[src/rtl/core/cluster_bitmap_allocator_assert.svh]
// Assertion macros for the cluster bitmap allocator.
// Used by the top level; relies on clk and rst in the including scope.
`ifndef CLUSTER_BITMAP_ALLOCATOR_ASSERT_SVH
`define CLUSTER_BITMAP_ALLOCATOR_ASSERT_SVH

// Same-cycle implication.
`define CBA_ASSERT_NOW(lbl, ante, cons, msg) \
  lbl: assert property (@(posedge clk) disable iff (rst) (ante) |-> (cons)) else $error(msg);

// Next-cycle implication.
`define CBA_ASSERT_NEXT(lbl, ante, cons, msg) \
  lbl: assert property (@(posedge clk) disable iff (rst) (ante) |=> (cons)) else $error(msg);

`endif

[src/rtl/core/cba_pkg.sv]
// Shared types and constants for the cluster bitmap allocator.
// No dependencies.
`timescale 1ns / 1ps

package cba_pkg;

  localparam int MAP_BYTES = 8192;
  localparam int ADDR_W    = $clog2(MAP_BYTES);
  localparam int POS_W     = (ADDR_W + 4 > 18) ? ADDR_W + 4 : 18;
  localparam logic [POS_W-1:0] MAP_BITS = POS_W'(MAP_BYTES * 8);
  localparam logic [ADDR_W-1:0] LAST_ADDR = ADDR_W'(MAP_BYTES - 1);

  localparam logic [2:0] OP_SET   = 3'd0;
  localparam logic [2:0] OP_CLEAR = 3'd1;
  localparam logic [2:0] OP_TEST  = 3'd2;
  localparam logic [2:0] OP_FREE  = 3'd3;
  localparam logic [2:0] OP_SEG   = 3'd4;

  localparam logic [1:0] REG_FREE_LIMIT = 2'd0;
  localparam logic [1:0] REG_DISK       = 2'd1;
  localparam logic [1:0] REG_CLUSTER    = 2'd2;
  localparam logic [1:0] REG_SEGMENT    = 2'd3;

  typedef struct packed {
    logic [2:0]  operation;
    logic [15:0] first_bit;
    logic [16:0] bit_count;
  } cba_cmd_t;

  typedef struct packed {
    logic        status;
    logic        bit_is_set;
    logic [15:0] found_bit;
    logic [31:0] segment_start;
    logic [31:0] segment_length;
  } cba_result_t;

  typedef struct packed {
    logic [16:0] free_scan_limit;
    logic [23:0] disk_sectors;
    logic [15:0] cluster_sectors;
    logic [7:0]  segment_sectors;
  } cba_cfg_t;

  typedef struct packed {
    logic              we;
    logic [ADDR_W-1:0] addr;
    logic [7:0]        wdata;
  } cba_mem_req_t;

  typedef enum logic [2:0] {
    S_CLR, S_IDLE, S_DIV, S_RD, S_MOD, S_MUL, S_OUT
  } cba_state_t;

endpackage

[src/rtl/core/cba_ctrl.sv]
// Sequencer that reads, modifies and writes the bitmap one byte at a time.
// Depends on cba_pkg.
`timescale 1ns / 1ps

module cba_ctrl (
  input  logic                  clk,
  input  logic                  rst,
  input  logic                  start,
  input  cba_pkg::cba_cmd_t     cmd,
  input  cba_pkg::cba_cfg_t     cfg,
  input  logic [7:0]            mem_rdata,
  output cba_pkg::cba_mem_req_t mem_req,
  output logic                  busy,
  output logic                  done,
  output cba_pkg::cba_result_t  result
);

  localparam int PW = cba_pkg::POS_W;
  localparam int AW = cba_pkg::ADDR_W;

  cba_pkg::cba_state_t state, state_next;
  logic [AW-1:0] addr;
  logic [PW-1:0] lo, hi, seg_s;
  logic          run_val, wr_mode;
  logic [2:0]    op_r;
  logic [7:0]    runc, need, sas;
  logic [16:0]   acc;
  logic [15:0]   spc;
  cba_pkg::cba_result_t res;

  logic [PW-1:0] end_sum, hi_run, lim_free, lim_seg, st_lo, st_hi;
  logic          st_empty, op_ok;
  logic [PW-1:0] base, base_next;
  logic          last;
  logic [7:0]    mask, wbyte;
  logic          ffound, sfound;
  logic [PW-1:0] fpos, spos, pos;
  logic [7:0]    r;
  logic [PW+15:0] prod_s;

  always_comb begin
    end_sum  = PW'(cmd.first_bit) + PW'(cmd.bit_count);
    hi_run   = (end_sum > cba_pkg::MAP_BITS) ? cba_pkg::MAP_BITS : end_sum;
    lim_free = (32'(cfg.free_scan_limit) < 32'(cba_pkg::MAP_BITS)) ?
               PW'(cfg.free_scan_limit) : cba_pkg::MAP_BITS;
    lim_seg  = (32'(cfg.disk_sectors) < 32'(cba_pkg::MAP_BITS)) ?
               PW'(cfg.disk_sectors) : cba_pkg::MAP_BITS;
    op_ok    = 1'b1;
    st_lo    = PW'(cmd.first_bit);
    st_hi    = hi_run;
    case (cmd.operation)
      cba_pkg::OP_SET, cba_pkg::OP_CLEAR: begin
        st_hi = hi_run;
      end
      cba_pkg::OP_TEST: begin
        st_hi = (PW'(cmd.first_bit) < cba_pkg::MAP_BITS) ?
                PW'(cmd.first_bit) + PW'(1) : PW'(0);
      end
      cba_pkg::OP_FREE: begin
        st_lo = PW'(2);
        st_hi = lim_free;
      end
      cba_pkg::OP_SEG: begin
        st_lo = '0;
        st_hi = lim_seg;
      end
      default: begin
        op_ok = 1'b0;
      end
    endcase
    st_empty = st_lo >= st_hi;
  end

  always_comb begin
    base      = PW'({addr, 3'b000});
    base_next = base + PW'(8);
    last      = base_next >= hi;
    ffound    = 1'b0;
    sfound    = 1'b0;
    fpos      = '0;
    spos      = '0;
    r         = runc;
    mask      = '0;
    for (int j = 0; j < 8; j++) begin
      pos = base + PW'(j);
      mask[7-j] = (pos >= lo) && (pos < hi);
      if (mask[7-j] && !ffound && !mem_rdata[7-j]) begin
        ffound = 1'b1;
        fpos   = pos;
      end
      if (mask[7-j] && !sfound) begin
        if (mem_rdata[7-j]) begin
          r = '0;
        end else begin
          r = r + 8'd1;
          if (r == need) begin
            sfound = 1'b1;
            spos   = pos;
          end
        end
      end
    end
    wbyte  = run_val ? (mem_rdata | mask) : (mem_rdata & ~mask);
    prod_s = seg_s * spc;
  end

  always_comb begin
    state_next = state;
    case (state)
      cba_pkg::S_CLR: begin
        if (addr == cba_pkg::LAST_ADDR) state_next = cba_pkg::S_IDLE;
      end
      cba_pkg::S_IDLE: begin
        if (start) begin
          if (!op_ok) state_next = cba_pkg::S_OUT;
          else if (cmd.operation == cba_pkg::OP_SEG) state_next = cba_pkg::S_DIV;
          else if (st_empty) state_next = cba_pkg::S_OUT;
          else state_next = cba_pkg::S_RD;
        end
      end
      cba_pkg::S_DIV: begin
        if (acc >= 17'(sas)) begin
          state_next = (lo >= hi) ? cba_pkg::S_OUT : cba_pkg::S_RD;
        end
      end
      cba_pkg::S_RD: begin
        state_next = cba_pkg::S_MOD;
      end
      cba_pkg::S_MOD: begin
        if (wr_mode) begin
          if (last) begin
            state_next = (op_r == cba_pkg::OP_SEG) ? cba_pkg::S_MUL : cba_pkg::S_OUT;
          end else begin
            state_next = cba_pkg::S_RD;
          end
        end else begin
          case (op_r)
            cba_pkg::OP_FREE: begin
              state_next = (ffound || !last) ? cba_pkg::S_RD : cba_pkg::S_OUT;
            end
            cba_pkg::OP_SEG: begin
              state_next = (sfound || !last) ? cba_pkg::S_RD : cba_pkg::S_OUT;
            end
            default: begin
              state_next = cba_pkg::S_OUT;
            end
          endcase
        end
      end
      cba_pkg::S_MUL: begin
        state_next = cba_pkg::S_OUT;
      end
      cba_pkg::S_OUT: begin
        state_next = cba_pkg::S_IDLE;
      end
      default: begin
        state_next = cba_pkg::S_IDLE;
      end
    endcase
  end

  always_comb begin
    mem_req.we    = 1'b0;
    mem_req.addr  = addr;
    mem_req.wdata = wbyte;
    busy          = state != cba_pkg::S_IDLE;
    done          = state == cba_pkg::S_OUT;
    case (state)
      cba_pkg::S_CLR: begin
        mem_req.we    = 1'b1;
        mem_req.wdata = '0;
      end
      cba_pkg::S_MOD: begin
        mem_req.we = wr_mode;
      end
      default: begin
        mem_req.we = 1'b0;
      end
    endcase
  end

  assign result = res;

  always_ff @(posedge clk) begin
    if (rst) begin
      state   <= cba_pkg::S_CLR;
      addr    <= '0;
      wr_mode <= 1'b0;
    end else begin
      state <= state_next;
      case (state)
        cba_pkg::S_CLR: begin
          addr <= addr + AW'(1);
        end
        cba_pkg::S_IDLE: begin
          if (start) begin
            op_r    <= cmd.operation;
            lo      <= st_lo;
            hi      <= st_hi;
            addr    <= st_lo[AW+2:3];
            run_val <= cmd.operation == cba_pkg::OP_SET;
            wr_mode <= cmd.operation inside {cba_pkg::OP_SET, cba_pkg::OP_CLEAR};
            runc    <= '0;
            acc     <= '0;
            need    <= '0;
            sas     <= (cfg.segment_sectors == 8'd0 ||
                        24'(cfg.segment_sectors) > (cfg.disk_sectors >> 1)) ?
                       8'd1 : cfg.segment_sectors;
            spc     <= (cfg.cluster_sectors == 16'd0) ? 16'd1 : cfg.cluster_sectors;
            res     <= cba_pkg::cba_result_t'({
                         cmd.operation inside {cba_pkg::OP_FREE, cba_pkg::OP_SEG},
                         81'd0});
          end
        end
        cba_pkg::S_DIV: begin
          if (acc < 17'(sas)) begin
            acc  <= acc + 17'(spc);
            need <= need + 8'd1;
          end
        end
        cba_pkg::S_MOD: begin
          if (wr_mode) begin
            addr <= addr + AW'(1);
          end else begin
            case (op_r)
              cba_pkg::OP_TEST: begin
                res.bit_is_set <= mem_rdata[3'd7 - lo[2:0]];
              end
              cba_pkg::OP_FREE: begin
                if (ffound) begin
                  res.status    <= 1'b0;
                  res.found_bit <= fpos[15:0];
                  lo            <= fpos;
                  hi            <= fpos + PW'(1);
                  run_val       <= 1'b1;
                  wr_mode       <= 1'b1;
                end else begin
                  addr <= addr + AW'(1);
                end
              end
              cba_pkg::OP_SEG: begin
                runc <= r;
                if (sfound) begin
                  res.status <= 1'b0;
                  seg_s      <= spos + PW'(1) - PW'(need);
                  lo         <= spos + PW'(1) - PW'(need);
                  hi         <= spos + PW'(1);
                  addr       <= AW'((spos + PW'(1) - PW'(need)) >> 3);
                  run_val    <= 1'b1;
                  wr_mode    <= 1'b1;
                end else begin
                  addr <= addr + AW'(1);
                end
              end
              default: begin
                addr <= addr;
              end
            endcase
          end
        end
        cba_pkg::S_MUL: begin
          res.segment_start  <= prod_s[31:0];
          res.segment_length <= 32'(need) * 32'(spc);
        end
        default: begin
          addr <= addr;
        end
      endcase
    end
  end

endmodule

[config.mk]
export PLATFORM = sky130hd
export DESIGN_NAME = cba_ctrl
export DESIGN_NICKNAME = d
export VERILOG_FILES = /design/src/rtl/core/cluster_bitmap_allocator_assert.svh /design/src/rtl/core/cba_pkg.sv /design/src/rtl/core/cba_ctrl.sv
export SDC_FILE = /design/constraint.sdc
export NUM_CORES = 2
export LEC_CHECK = 0
export BUFFER_PORTS_ARGS = -buffer_cell sky130_fd_sc_hd__buf_2
export CAP_MARGIN = 20
export CORE_MARGIN = 2
export CORE_UTILIZATION = 60
export CTS_BUF_LIST = sky130_fd_sc_hd__clkbuf_8
export DETAILED_ROUTE_END_ITERATION = 8
export HOLD_SLACK_MARGIN = 0.12
export PLACE_DENSITY = 0.79
export SYNTH_ARGS = -nofsm -noshare
export SYNTH_HDL_FRONTEND = slang
export SYNTH_SLANG_ARGS = --single-unit
[constraint.sdc]
create_clock -name clk -period 15.9 [get_ports clk]
set_clock_uncertainty 0.2 [all_clocks]
set_input_delay 2.385 -clock clk [delete_from_list [all_inputs] [get_ports clk]]
set_output_delay 2.385 -clock clk [all_outputs]
set_load 0.01 [all_outputs]
==> results.yml <==
synth:
  syn_avg_cell_area_um2: 8.56
  yosysSeqAreaShare_pct: 18.7
  ys_types: 113
  synth-seq-cells: 206
  synthesis.area_um2: 32200
  yosysWarnings: 0
  synthArstFlopShare_pct: 0
  synthFlopType: "edfxtp_1"
  synth_edf_count: 189
  synthCells: 3761
setup_path:
  rr_startpoint: "addr[0]"
  cp-end-kind: "flop"
  crit_start: "addr[0]"
  critPathSlowestCell: "o41ai_1"
  cp_max_fo: 15
  cp_common_cell: "ha_1"
  start_kind: "flop"
  arrival_ns: 15.04
  cp_top_family: "simple AND/OR/NAND/NOR gates"
  critPathRequiredTime_ns: 16.09
  crit_buf_inv: 4
  timing.rr.end: "lo[15]"
  ff2ff_setup_slack_ns: 1.05
  slowest_delay_ns: 0.54
  reg2reg_depth: 59
  critical_path_class: "flop to flop"
grt:
  antenna_found_initial: 1
  gr-usage-met3_pct: 5.82
  grt_start_max_net_pins: 60
  grtUsageMet1_pct: 43.9
  top_usage_layer: "met2"
  grtUsageTotal_pct: 34.4
  met2_usage_pct: 57.3
  grt_pass1_vias: 28400
  grt_pass1_wl_mm: 152
  grt_overflow: 0
timing:
  holdWs_ns: 0.416
  min_period_ns: 14.85
  post-route-period-util_pct: 93.4
  setup_viol: 0
  timing.fmax_mhz: 67.3
  hold_violations: 0
  rsz0062_at_grt: "false"
  slew_headroom_pct: 19.9
  worstMarginPinSlew_ns: 1.20
  slew_violations: 0
  fin_tns_setup_ns: 0
drt:
  firstDrtPassIters: 6
  ant_nets: 0
  avgRoutedWirePerCell_um: 20.6
  viasPerCell: 6.21
  drtIter0Drc: 2828
  wirelength_mm: 95.2
  num_vias: 28600
  drc: 0
final_layout:
  final_common_cell: "inv_1"
  layout_common_cells: "inv_1, nand2_1, fa_1, ha_1, nor2_1"
  final_cell_area_um2: 34900
  area_delta_synth_final_pct: 8.57
  nets: 4597
  instances_no_fill: 4613
  drive_above_1_share_pct: 11.1
  antenna_cells: 0
placed_design:
  hpwl_mm: 72.7
  io_buffers: 209
  place_congestion: 1.02
  dpl_cell_area_um2: 33900
  dp.cells: 4533
clock_network:
  htree_levels: 2
  clk_latency_ns: 0.65
  clockBufferDepth: 3
  clock_sinks: 206
  root_buffer: "clkbuf_8"
  numCtsBuffers: 40
  clk_pin_slew_ns: 0.07
  cts_tree: "done"
status:
  outcome: "complete, no violations"
min_path:
  hp-class: "flop to flop"
  hold_start: "addr[0]"
  holdPathEnd: "addr[0]"
  whs_path_depth: 2
floorplan:
  rows: 84
  core_um2: 52800
  start_util_pct: 61.0
  ios: 218
  die_x_um: 236
  fp.dieH_um: 236
  dieArea_um2: 55500
pwr:
  leakage_nw: 16.1
  ir_worst_vdd_uv: 68.0
  p_per_area_nw_per_um2: 39.8
run:
  cap_violations: 0
-- synth_stat cells, types with 17 or more instances --
cell / instances / area, um^2
fa_1: 308 / 6170
or4_1: 22 / 165
edfxtp_1: 189 / 5680
and2_1: 210 / 1310
a22oi_1: 27 / 203
nand2b_1: 37 / 231
xnor2_1: 148 / 1300
clkbuf_1: 169 / 634
nand4_1: 30 / 188
inv_1: 466 / 1750
and3_1: 45 / 282
ha_1: 284 / 3550
a21oi_1: 191 / 956
o21ai_0: 115 / 576
nand3_1: 83 / 415
o21a_1: 19 / 143
nor3_1: 69 / 345
dfxtp_1: 17 / 340
a211oi_1: 29 / 218
o211ai_1: 24 / 180
nor4_1: 36 / 225
xor2_1: 54 / 473
or3_1: 20 / 125
o21bai_1: 62 / 465
a21o_1: 32 / 240
a31oi_1: 29 / 181
nor2b_1: 35 / 219
nand2_1: 414 / 1550
nor2_1: 260 / 976
-- state kept, by name (all words and copies together), names as in the netlist, 13 cells and up --
signal  flops
hi         18
spc        16
lo         18
addr       13
result     74
seg_s      18
acc        17
-- per-stage QoR --
step	power [mW]	util (%)	setup slack, ns
after CTS	1.39	66.0	0.735
after detailed placement	0.740	64.2	0.521
after global placement	0.738	64.1	0.705
final	1.39	66.2	1.05
after global routing	1.43	66.2	0.0459
after floorplan	0.693	-	1.88
-- routing by layer --
layer / part of all wire [%] / wire [um]
met1: 39 / 37200
met2: 47 / 44300
met3: 9.5 / 9070
met4: 4.9 / 4620
met5: 0 / 0
-- final cells by class --
cell class | count | area, um^2
clock buffer | 43 | 592
clock inverter | 31 | 365
fill | 4337 | 17800
inverter | 469 | 1760
multi-input combinational | 2891 | 23700
sequential | 206 | 6020
tap | 688 | 861
timing repair buffer | 285 | 1660
-- cell families after synthesis --
kind of cell,synth area share (%)
AO/OA/AOI/OAI,15.1
XOR/XNOR,6.14
buffers and inverters,8.06
AND/OR/NAND/NOR,20.8
multiplexers,1.03
adder cells (fa/ha/maj),30.2
other,0.0117
flip-flops,18.7
-- worst max path at each step --
| stage | to | cells past startpoint |
|---|---|---|
| after CTS | lo[15] | 59 |
| after floorplan | lo[15] | 62 |
| after global routing | lo[15] | 62 |
| after detailed placement | lo[15] | 55 |
| after global placement | lo[15] | 55 |
| final | lo[15] | 59 |
-- repair_timing --
action                     in CTS  in global routing
setup endpoints to repair       0                 28
resized for setup               0                 12
hold buffers                    0                  0
buffers inserted                0                  4
hold endpoints to repair        0                  0
-- worst min-delay path, cell delays in order (launching register included) --
cell     delay, ns
dfxtp_2       0.40
nor2_1        0.13
nor3_1        0.05
-- report_power, final --
group / leakage (nW) / internal, mW / switching (mW) / total, mW
registers: 1.99 / 0.588 / 0.00267 / 0.591
logic: 13.6 / 0.0586 / 0.0837 / 0.142
clock network: 0.511 / 0.385 / 0.273 / 0.657
No activity file was read; power rests on OpenSTA's default activity.
